### src/rtl/core/bgi_pkg.sv
// ----------------------------------------------------------------------------
// bgi_pkg: shared definitions for the bilinear grid interpolator
// Breakpoint grids, constant reciprocals, datapath widths, opcodes and the
// command word that the controller sends to the datapath.
// ----------------------------------------------------------------------------
package bgi_pkg;

  // Grid size and storage.
  localparam int MASS_POINTS  = 13;
  localparam int METAL_POINTS = 5;
  localparam int MASS_MAX     = 16;
  localparam int METAL_MAX    = 8;
  localparam int TBL_DEPTH    = METAL_POINTS * MASS_POINTS;
  localparam int TBL_AW       = $clog2(TBL_DEPTH);

  // Field widths of the channels.
  localparam int COORD_W = 16;
  localparam int ROW_W   = 3;
  localparam int COL_W   = 4;
  localparam int VALUE_W = 32;

  // Datapath widths.
  localparam int RECIP_W    = 25;              // largest reciprocal is below 2^25
  localparam int MUL_W      = 26;              // shared signed multiplier operand
  localparam int PROD_W     = 2 * MUL_W;
  localparam int FRAC_LSB   = 16;              // fractions are Q16
  localparam int FZ_W       = 22;              // metallicity fraction incl. extrapolation
  localparam int FM_W       = 20;              // mass fraction incl. extrapolation
  localparam int SPLIT      = 20;              // difference is multiplied in two parts
  localparam int DIFF_W     = 42;
  localparam int T_W        = 40;              // column values after the first blend
  localparam int ACC_W      = 64;
  localparam int RES_W      = ACC_W - FRAC_LSB;
  localparam int ROUND_HALF = 1 << (FRAC_LSB - 1);

  // Edges from the one that accepts a query beat to the first one at which
  // its result beat can be taken.
  localparam int RESULT_DELAY = 20;

  typedef logic [COORD_W-1:0] coord_t;
  typedef logic [RECIP_W-1:0] recip_t;

  // Breakpoints: mass in Q4.12, metallicity in Q0.16. Unused slots are zero.
  localparam coord_t MASS_BP [MASS_MAX] = '{
    16'd3686, 16'd4096, 16'd5325, 16'd5325, 16'd6144, 16'd6963, 16'd8192,
    16'd10240, 16'd12288, 16'd16384, 16'd20480, 16'd28672, 16'd32768,
    16'd0, 16'd0, 16'd0};
  localparam coord_t METAL_BP [METAL_MAX] = '{
    16'd66, 16'd262, 16'd524, 16'd1311, 16'd2621, 16'd0, 16'd0, 16'd0};

  // round(2^32 / width) of the interval below each breakpoint; zero where the
  // interval is empty or there is no interval.
  localparam recip_t MASS_RECIP [MASS_MAX] = '{
    25'd0, 25'd10475530, 25'd3494685, 25'd0, 25'd5244160, 25'd5244160,
    25'd3494685, 25'd2097152, 25'd2097152, 25'd1048576, 25'd1048576,
    25'd524288, 25'd1048576, 25'd0, 25'd0, 25'd0};
  localparam recip_t METAL_RECIP [METAL_MAX] = '{
    25'd0, 25'd21913098, 25'd16393005, 25'd5457392, 25'd3278601,
    25'd0, 25'd0, 25'd0};

  typedef enum logic [0:0] {
    OP_WRITE = 1'b0,
    OP_QUERY = 1'b1
  } opcode_t;

  // Which of the three blends is running.
  typedef enum logic [1:0] {
    BLEND_COL0 = 2'd0,
    BLEND_COL1 = 2'd1,
    BLEND_MASS = 2'd2
  } blend_t;

  // Operand selection of the shared multiplier.
  typedef enum logic [1:0] {
    MUL_FRAC_Z = 2'd0,
    MUL_FRAC_M = 2'd1,
    MUL_LO     = 2'd2,
    MUL_HI     = 2'd3
  } mul_sel_t;

  typedef struct packed {
    logic     tbl_wr;
    logic     cap_query;
    logic     load_index;
    logic     rd_en;
    logic     rd_col;
    logic     lat_col0;
    logic     lat_col1;
    logic     cap_fz;
    logic     cap_fm;
    logic     mul_en;
    mul_sel_t mul_sel;
    logic     load_diff;
    logic     acc_init;
    logic     acc_add;
    logic     fin_en;
    blend_t   blend_sel;
    logic     out_load;
  } cmd_t;

  // Row-major table address.
  function automatic logic [TBL_AW-1:0] tbl_addr(input logic [ROW_W-1:0] row,
                                                 input logic [COL_W-1:0] col);
    return TBL_AW'(row) * TBL_AW'(MASS_POINTS) + TBL_AW'(col);
  endfunction

endpackage

### src/rtl/core/bgi_ctrl.sv
// ----------------------------------------------------------------------------
// bgi_ctrl: sequencer of the bilinear grid interpolator
// One-hot state machine that steps a query through index search, fraction
// multiplies and three two-part blends, and owns the result valid flag.
// ----------------------------------------------------------------------------
module bgi_ctrl (
  input  logic          clk,
  input  logic          rst,
  input  logic          in_valid,
  input  logic          in_opcode,
  output logic          in_ready,
  input  logic          out_ready,
  output logic          out_valid,
  output bgi_pkg::cmd_t cmd
);

  typedef enum logic [9:0] {
    ST_IDLE   = 10'b00_0000_0001,
    ST_INDEX  = 10'b00_0000_0010,
    ST_FRAC_Z = 10'b00_0000_0100,
    ST_FRAC_M = 10'b00_0000_1000,
    ST_DIFF   = 10'b00_0001_0000,
    ST_MUL_LO = 10'b00_0010_0000,
    ST_MUL_HI = 10'b00_0100_0000,
    ST_ACCUM  = 10'b00_1000_0000,
    ST_FINISH = 10'b01_0000_0000,
    ST_OUTPUT = 10'b10_0000_0000
  } state_t;

  state_t          state, state_next;
  bgi_pkg::blend_t blend, blend_next;
  logic            out_valid_next;
  logic            accept;

  assign in_ready = (state == ST_IDLE) && !rst;
  assign accept   = in_valid && in_ready;

  always_comb begin
    cmd           = '0;
    cmd.blend_sel = blend;
    state_next    = state;
    blend_next    = blend;
    case (state)
      ST_IDLE: begin
        if (accept) begin
          if (in_opcode == bgi_pkg::OP_QUERY) begin
            cmd.cap_query = 1'b1;
            state_next    = ST_INDEX;
          end else begin
            cmd.tbl_wr = 1'b1;
          end
        end
      end
      ST_INDEX: begin
        cmd.load_index = 1'b1;
        blend_next     = bgi_pkg::BLEND_COL0;
        state_next     = ST_FRAC_Z;
      end
      ST_FRAC_Z: begin
        cmd.mul_en  = 1'b1;
        cmd.mul_sel = bgi_pkg::MUL_FRAC_Z;
        cmd.rd_en   = 1'b1;
        cmd.rd_col  = 1'b0;
        state_next  = ST_FRAC_M;
      end
      ST_FRAC_M: begin
        cmd.mul_en   = 1'b1;
        cmd.mul_sel  = bgi_pkg::MUL_FRAC_M;
        cmd.rd_en    = 1'b1;
        cmd.rd_col   = 1'b1;
        cmd.cap_fz   = 1'b1;
        cmd.lat_col0 = 1'b1;
        state_next   = ST_DIFF;
      end
      ST_DIFF: begin
        cmd.load_diff = 1'b1;
        if (blend == bgi_pkg::BLEND_COL0) begin
          cmd.cap_fm   = 1'b1;
          cmd.lat_col1 = 1'b1;
        end
        state_next = ST_MUL_LO;
      end
      ST_MUL_LO: begin
        cmd.mul_en  = 1'b1;
        cmd.mul_sel = bgi_pkg::MUL_LO;
        state_next  = ST_MUL_HI;
      end
      ST_MUL_HI: begin
        cmd.mul_en   = 1'b1;
        cmd.mul_sel  = bgi_pkg::MUL_HI;
        cmd.acc_init = 1'b1;
        state_next   = ST_ACCUM;
      end
      ST_ACCUM: begin
        cmd.acc_add = 1'b1;
        state_next  = ST_FINISH;
      end
      ST_FINISH: begin
        cmd.fin_en = 1'b1;
        case (blend)
          bgi_pkg::BLEND_COL0: begin
            blend_next = bgi_pkg::BLEND_COL1;
            state_next = ST_DIFF;
          end
          bgi_pkg::BLEND_COL1: begin
            blend_next = bgi_pkg::BLEND_MASS;
            state_next = ST_DIFF;
          end
          default: begin
            state_next = ST_OUTPUT;
          end
        endcase
      end
      ST_OUTPUT: begin
        // The output register may still hold the previous result.
        if (!out_valid || out_ready) begin
          cmd.out_load = 1'b1;
          state_next   = ST_IDLE;
        end
      end
      default: begin
        state_next = ST_IDLE;
      end
    endcase
  end

  assign out_valid_next = cmd.out_load || (out_valid && !out_ready);

  always_ff @(posedge clk) begin
    if (rst) begin
      state     <= ST_IDLE;
      blend     <= bgi_pkg::BLEND_COL0;
      out_valid <= 1'b0;
    end else begin
      state     <= state_next;
      blend     <= blend_next;
      out_valid <= out_valid_next;
    end
  end

endmodule

### config.mk
export PLATFORM = sky130hd
export DESIGN_NAME = bgi_ctrl
export DESIGN_NICKNAME = d
export VERILOG_FILES = /design/src/rtl/core/bgi_pkg.sv /design/src/rtl/core/bgi_ctrl.sv
export SDC_FILE = /design/constraint.sdc
export NUM_CORES = 1
export LEC_CHECK = 0
export BUFFER_PORTS_ARGS = -buffer_cell sky130_fd_sc_hd__buf_4
export CAP_MARGIN = 0
export CORE_UTILIZATION = 48
export CTS_CLUSTER_DIAMETER = 50
export DETAILED_ROUTE_END_ITERATION = 12
export GPL_TIMING_DRIVEN = 0
export PLACE_DENSITY = 0.76
export SLEW_MARGIN = 20
export SYNTH_ARGS = -nofsm -noshare
export SYNTH_HDL_FRONTEND = slang
export SYNTH_SLANG_ARGS = --single-unit
export TNS_END_PERCENT = 30
### constraint.sdc
create_clock -name clk -period 1.9 [get_ports clk]
set_input_delay 0.095 -clock clk [delete_from_list [all_inputs] [get_ports clk]]
set_output_delay 0.095 -clock clk [all_outputs]
set_load 0.01 [all_outputs]
==> results of run 1 <==
where the power goes:
part / internal (µW) / switching (µW) / total [µW]
sequential: 273 / 7.45 / 280
combinational: 40.1 / 34.5 / 74.6
clock: 81.2 / 83.9 / 165
timing repair:
| item | in CTS | in global routing |
|---|---|---|
| pin swaps | 6 | 7 |
| setup buffers | 5 | 1 |
| setup endpoints to repair | 11 | 13 |
| gates resized for setup | 18 | 5 |
metrics by stage:
step           cells  power (µW)   util  hold WS [ps]
2_1_floorplan     90         326      -           164
3_3_place_gp     131         349  0.661           333
3_5_place_dp     131         350  0.661           332
4_1_cts          140         521  0.735          37.7
5_1_grt          141         550  0.749          38.1
6_report         141         520  0.749          47.0
worst max-delay path, cell delays in order, from the launching register on:
cell     delay (ps)
dfxtp_4         350
or4_4           550
buf_4           170
nor4b_4         310
and3_1          190
buf_4           120
cells in the mapped netlist:
| library cell | n | area share |
|---|---|---|
| a21boi_0 | 2 | 0.019 |
| a21oi_1 | 5 | 0.032 |
| a41oi_1 | 1 | 0.011 |
| and3_1 | 2 | 0.016 |
| and3b_1 | 1 | 0.011 |
| and4b_1 | 1 | 0.013 |
| and4b_4 | 1 | 0.018 |
| buf_2 | 1 | 0.0064 |
| buf_4 | 3 | 0.029 |
| clkbuf_1 | 1 | 0.0048 |
| dfxtp_1 | 13 | 0.33 |
| inv_1 | 4 | 0.019 |
| nand2_1 | 6 | 0.029 |
| nand2b_1 | 2 | 0.016 |
| nand3_1 | 5 | 0.032 |
| nand3b_1 | 1 | 0.0096 |
| nand4_1 | 1 | 0.0080 |
| nand4b_1 | 2 | 0.022 |
| nor2_1 | 9 | 0.043 |
| nor2b_1 | 3 | 0.024 |
| nor3_1 | 5 | 0.032 |
| nor3b_1 | 2 | 0.019 |
| nor4_2 | 1 | 0.016 |
| nor4_4 | 2 | 0.054 |
| nor4b_1 | 1 | 0.011 |
| nor4b_4 | 1 | 0.030 |
| o211a_1 | 1 | 0.013 |
| o21ai_0 | 2 | 0.013 |
| o31ai_1 | 2 | 0.019 |
| or2_2 | 1 | 0.0080 |
| or2b_1 | 1 | 0.0096 |
| or3b_1 | 2 | 0.022 |
| or4_1 | 1 | 0.0096 |
| or4_4 | 1 | 0.014 |
| xnor2_1 | 2 | 0.022 |
| xor2_1 | 1 | 0.011 |
layout make-up:
type	count	area [µm²]
Fill cell	119	378
Timing Repair Buffer	31	240
Inverter	4	17.5
Sequential cell	13	273
Tap cell	16	20.0
Multi-Input combinational cell	68	513
Clock buffer	4	26.3
Buffer	5	38.8
metal layers:
layer  vias up  share of wire  track usage
met3         0          0.037       0.0647
met2        17           0.51        0.418
met1       382           0.45        0.292
met5         -              0            0
li1        397              -            -
met4         0              0       0.0188
final timing paths:
path         startpoint         to  slack, ps  cells past startpoint
max            state[2]    cmd[17]       -140                      5
min                 rst   blend[0]         50                      2
max reg2reg    state[2]   blend[0]        150                      5
min reg2reg   out_valid  out_valid        500                      2
kinds of logic after synthesis:
group | Yosys count
AOI/OAI and AO/OA | 13
xor gates and xnor gates | 3
DFF | 13
buffers and inverters | 9
and+or+nand+nor | 52
sequential cells by signal (all words and copies together), names as in the netlist:
name and count:
state 10, blend 2, out_valid 1
==> key figures, run 1 <==
Outcome
  • Status: finished with violations
  • Failing checks: setup timing

Routing
  • Antenna Nets Post-Route: 0
  • Via/cell ratio: 5.65
  • 1st-iter DRT viols: 8
  • Final WL: 1910 µm
  • DR pass1 iterations: 4
  • Vias: 796
  • WL/cell: 13.5 µm
  • DRC Markers: 0

Run
  • Number of max-cap violations: 0

STA
  • RSZ-0062 raised after global routing: true
  • FMAX: 489 MHz
  • Max-slew headroom: 0.719
  • Final setup TNS: -510 ps
  • Worst-margin pin slew: 418 ps
  • Final hold viol count: 0
  • Slew Viols, Final: 0
  • Period minus WS final: 2040 ps
  • Final setup vio count: 6
  • Setup ws final: -143 ps
  • Worst Skew: 3.88 ps
  • Final worst path period share: 1.08

Die
  • Std-Cell Rows: 14
  • Total core area: 0.00151 mm²
  • Initial Util: 0.520
  • Die height: 42.4 µm
  • Die area: 0.00180 mm²
  • Die W: 42.4 µm
  • Io pins: 26

Final layout
  • Commonest cells after routing, fill and taps aside: buf_4, nor2_1, dfxtp_1, nand2_1, a21oi_1
  • Final instance area: 0.00113 mm²
  • Diode count: 0
  • Nets: 131
  • Share of cells above drive strength 1: 0.480
  • Area delta synth->final: 44.1%
  • Commonest non-fill, non-tap cell in the layout: buf_4

Clock tree
  • Deepest level of the CTS H-tree: 1
  • Deepest clock path buffer count: 2
  • CTS Sinks: 13
  • CTS Hold Bufs: 0
  • Inserted Clock Buffers: 3
  • Clk_lat worst skew: 270 ps
  • Clock-pin slew on the worst setup and hold paths: 80 ps
  • CTS tree: done
  • CTS Root Cell: clkbuf_4

Logic synthesis
  • XOR/XNOR Fraction of Synth Area: 0.0335
  • Syn Nets: 95
  • Post-synthesis simple-gate area fraction: 0.468
  • Compound-Gate Fraction of Synth Area: 0.107
  • Mean Syn Cell Area: 8.70 µm²
  • Synthesized area: 783 µm²
  • Mux cell area share after synthesis: 0
  • Post-synthesis adder-cell area fraction: 0
  • Mapped Cells: 90
  • Flops & latches, synth: 13
  • Largest family of logic cells by synthesized area: simple AND/OR/NAND/NOR gates
  • Yosys warns: 0
  • Synth cell types: 36
  • Sequential share of the synthesized area: 0.332

GRT
  • Total gr overflow: 0
  • Initial antenna violation count: 0
  • Number of global-route vias before repair: 706
  • First-pass GRT wire length: 3170 µm
  • Largest net degree at the start of global routing: 10
  • Tot GR Track Use: 0.235

Setup path
  • Critical Path RT: 1800 ps
  • Worst Setup Path Type: register to output pin
  • Worst-path fanout max: 3
  • Critical Path End Type: output pin
  • Worst EP arrival: 1950 ps
  • Critical Path Source Type: register

Placed design
  • Placed inst area: 996 µm²
  • Hpwl dp: 1310 µm
  • Pre-CTS setup slack: -89.3 ps
  • Gpl congestion: 0.878
  • Port-buffer cells: 25

Pwr
  • VDD IR max: 445 µV
  • Pwr/cell area: 461 mW/mm²
  • Pleak: 0.000531 µW

Worst hold path
  • Worst min-delay path class: input port to register
Power figures use the tool's default switching activity.
==> run 2, diff against run 1 <==
==> constraint.sdc (replaced) <==
create_clock -name clk -period 1.9 [get_ports clk]
set_input_delay 0.38 -clock clk [delete_from_list [all_inputs] [get_ports clk]]
set_output_delay 0.38 -clock clk [all_outputs]
set_load 0.01 [all_outputs]
==> run 2 against run 1 <==
The flow still finishes with violations (setup timing). Critical path depth increased by 1. Non-clock buffer count increased by 6. Combinational power increased by 11%. Die area unchanged. Critical path type unchanged. Largest power group unchanged.
==> key figures, run 2 (synthesis results as in run 1) <==
Routing
  • DRC Markers: 0 (unchanged)
  • DR pass1 iterations: 4 (unchanged)
  • WL/cell: 14.4 µm (+6.0%)
  • Antenna Nets Post-Route: 0 (unchanged)
  • Via/cell ratio: 5.73 (+1.5%)
  • Vias: 842 (+5.8%)
  • Final WL: 2110 µm (+10%)
  • 1st-iter DRT viols: 22 (+14)

Clock tree
  • CTS Hold Bufs: 0 (unchanged)
  • CTS Sinks: 13 (unchanged)
  • Inserted Clock Buffers: 3 (unchanged)
  • Deepest level of the CTS H-tree: 1 (unchanged)
  • CTS Root Cell: clkbuf_4
  • Clock-pin slew on the worst setup and hold paths: 80 ps (about the same)
  • Clk_lat worst skew: 280 ps (about the same)
  • Deepest clock path buffer count: 2 (unchanged)
  • CTS tree: done

STA
  • Slew Viols, Final: 0 (unchanged)
  • Setup ws final: -458 ps (-315 ps)
  • Period minus WS final: 2360 ps (+315 ps)
  • RSZ-0062 raised after global routing: true
  • Final setup vio count: 17 (+11)
  • FMAX: 424 MHz (-13%)
  • Worst-margin pin slew: 402 ps (-16.3 ps)
  • Final hold viol count: 0 (unchanged)
  • Final worst path period share: 1.24 (+0.166)
  • Worst Skew: 7.73 ps (+3.86 ps)
  • Max-slew headroom: 0.730 (+0.0110)

Die
  • Total core area: 0.00151 mm² (unchanged)
  • Die area: 0.00180 mm² (unchanged)
  • Std-Cell Rows: 14 (unchanged)
  • Die height: 42.4 µm (unchanged)
  • Die W: 42.4 µm (unchanged)
  • Initial Util: 0.520 (unchanged)
  • Io pins: 26 (unchanged)

Final layout
  • Commonest non-fill, non-tap cell in the layout: buf_4
  • Nets: 137 (+4.6%)
  • Commonest cells after routing, fill and taps aside: buf_4, nor2_1, buf_6, nand2_1, dfxtp_1
  • Diode count: 0 (unchanged)
  • Share of cells above drive strength 1: 0.511 (+0.0315)
  • Max reg flops: 10 (unchanged)
  • Area delta synth->final: 52.7%
  • Regs by FF count: state (10), blend (2), out_valid (1)
  • Largest reg by FF count: state
  • Post-Layout Cell Count: 147 (+4.3%)
  • Fin util: 0.794 (+0.0449)

Pwr
  • Clk pwr share: 0.324 (+0.006)
  • Pleak: 0.000552 µW (+4.0%)
  • Psw: 136 µW (+8.0%)
  • Net Sw Frac: 0.254 (+0.0124)
  • VDD IR max: 396 µV (-11%)
  • Total power: 534 µW (+2.8%)
  • Gate power share: 0.155 (+0.012)
  • Pwr/cell area: 447 mW/mm² (-3.1%)
  • Pint: 398 µW (+1.1%)
  • Sequential share of power: 0.521 (-0.018)

Setup path
  • Worst EP arrival: 1980 ps (+30 ps)
  • Critical Path End Type: output pin
  • Flop2flop setup slack: 100 ps (-50 ps)
  • Worst Setup Path Type: register to output pin
  • Critical Path RT: 1520 ps (-280 ps)
  • Worst-path fanout max: 3 (unchanged)
  • Critical Path Source Type: register

Worst hold path
  • Worst min-delay path class: input port to register

Placed design
  • Hpwl dp: 1340 µm (+2.0%)
  • Placed insts: 131 (unchanged)
  • Port-buffer cells: 25 (unchanged)
  • Gpl congestion: 0.856 (-2.5%)
  • Pre-CTS setup slack: -243 ps (-154 ps)

Run
  • Number of max-cap violations: 0 (unchanged)

Outcome
  • Status: finished with violations
  • Failing checks: setup timing

GRT
  • Number of global-route vias before repair: 770 (+9.1%)
  • Initial antenna violation count: 0 (unchanged)
  • Largest net degree at the start of global routing: 10 (unchanged)
  • First-pass GRT wire length: 3450 µm (+8.7%)
  • Tot GR Track Use: 0.252 (+0.0170)
  • Total gr overflow: 0 (unchanged)
## run 2: cell count changes in the layout (fill, tap and decap cells not counted), moves of 2 or more
| cell | change |
|---|---|
| nand3_2 | -2 |
| nand3_1 | +2 |
| buf_4 | +2 |
| buf_6 | +5 |
## run 2: power groups by stage
stage	combinational [µW]	clock [µW]	sequential, µW
after global placement	63.4	0	289
after detailed placement	64.3	0	289
after CTS	76.3	170	278
after global routing	88.6	194	279
final	82.7	173	279
after floorplan	41.4	0	288
## run 2: per-stage QoR
step	cell area [µm²]	setup TNS (ps)	hold WS (ps)
floorplan	801	-227	449
global placement	1010	-791	486
detailed placement	1010	-959	495
CTS	1180	-3530	330
global route	1200	-5240	315
finish	1200	-3990	324
## run 2: critical path, cell delays in order, from the launching register on
cell and delay [ps]:
dfxtp_4 350, or4_4 580, nor3_4 150, nand4b_1 170
nor3_2 230, buf_4 140, buf_6 90
## run 2: final timing paths
check,depth (start not counted),from,endpoint
hold / removal,2,rst,blend[1]
setup / recovery,6,state[3],cmd[12]
hold reg to reg,2,out_valid,out_valid
setup reg to reg,5,state[3],blend[0]
## run 2: timing repair
| action | 4_1_cts | 5_1_grt |
|---|---|---|
| resized for setup | 22 | 5 |
| setup buffers | 12 | 2 |
| pin swaps | 9 | 8 |
| setup endpoints to repair | 16 | 18 |
## run 2: area by class of cell
| type | instances | area [µm²] |
|---|---|---|
| plain buffers | 4 | 41.3 |
| inverters | 4 | 17.5 |
| fillers | 95 | 310 |
| flip-flops and latches | 13 | 277 |
| repair buffers | 38 | 304 |
| multi-input cells | 68 | 510 |
| well taps | 16 | 20.0 |
| clock buffers | 4 | 26.3 |
## run 2: metal layers
| metal | wire [µm] | part of all wire | up-vias | global-route usage |
|---|---|---|---|---|
| met1 | 889 | 0.42 | 401 | 0.320 |
| met4 | 25 | 0.012 | 0 | 0.0750 |
| li1 | - | - | 407 | - |
| met2 | 1060 | 0.50 | 30 | 0.431 |
| met5 | 0 | 0 | - | 0 |
| met3 | 138 | 0.065 | 4 | 0.0474 |
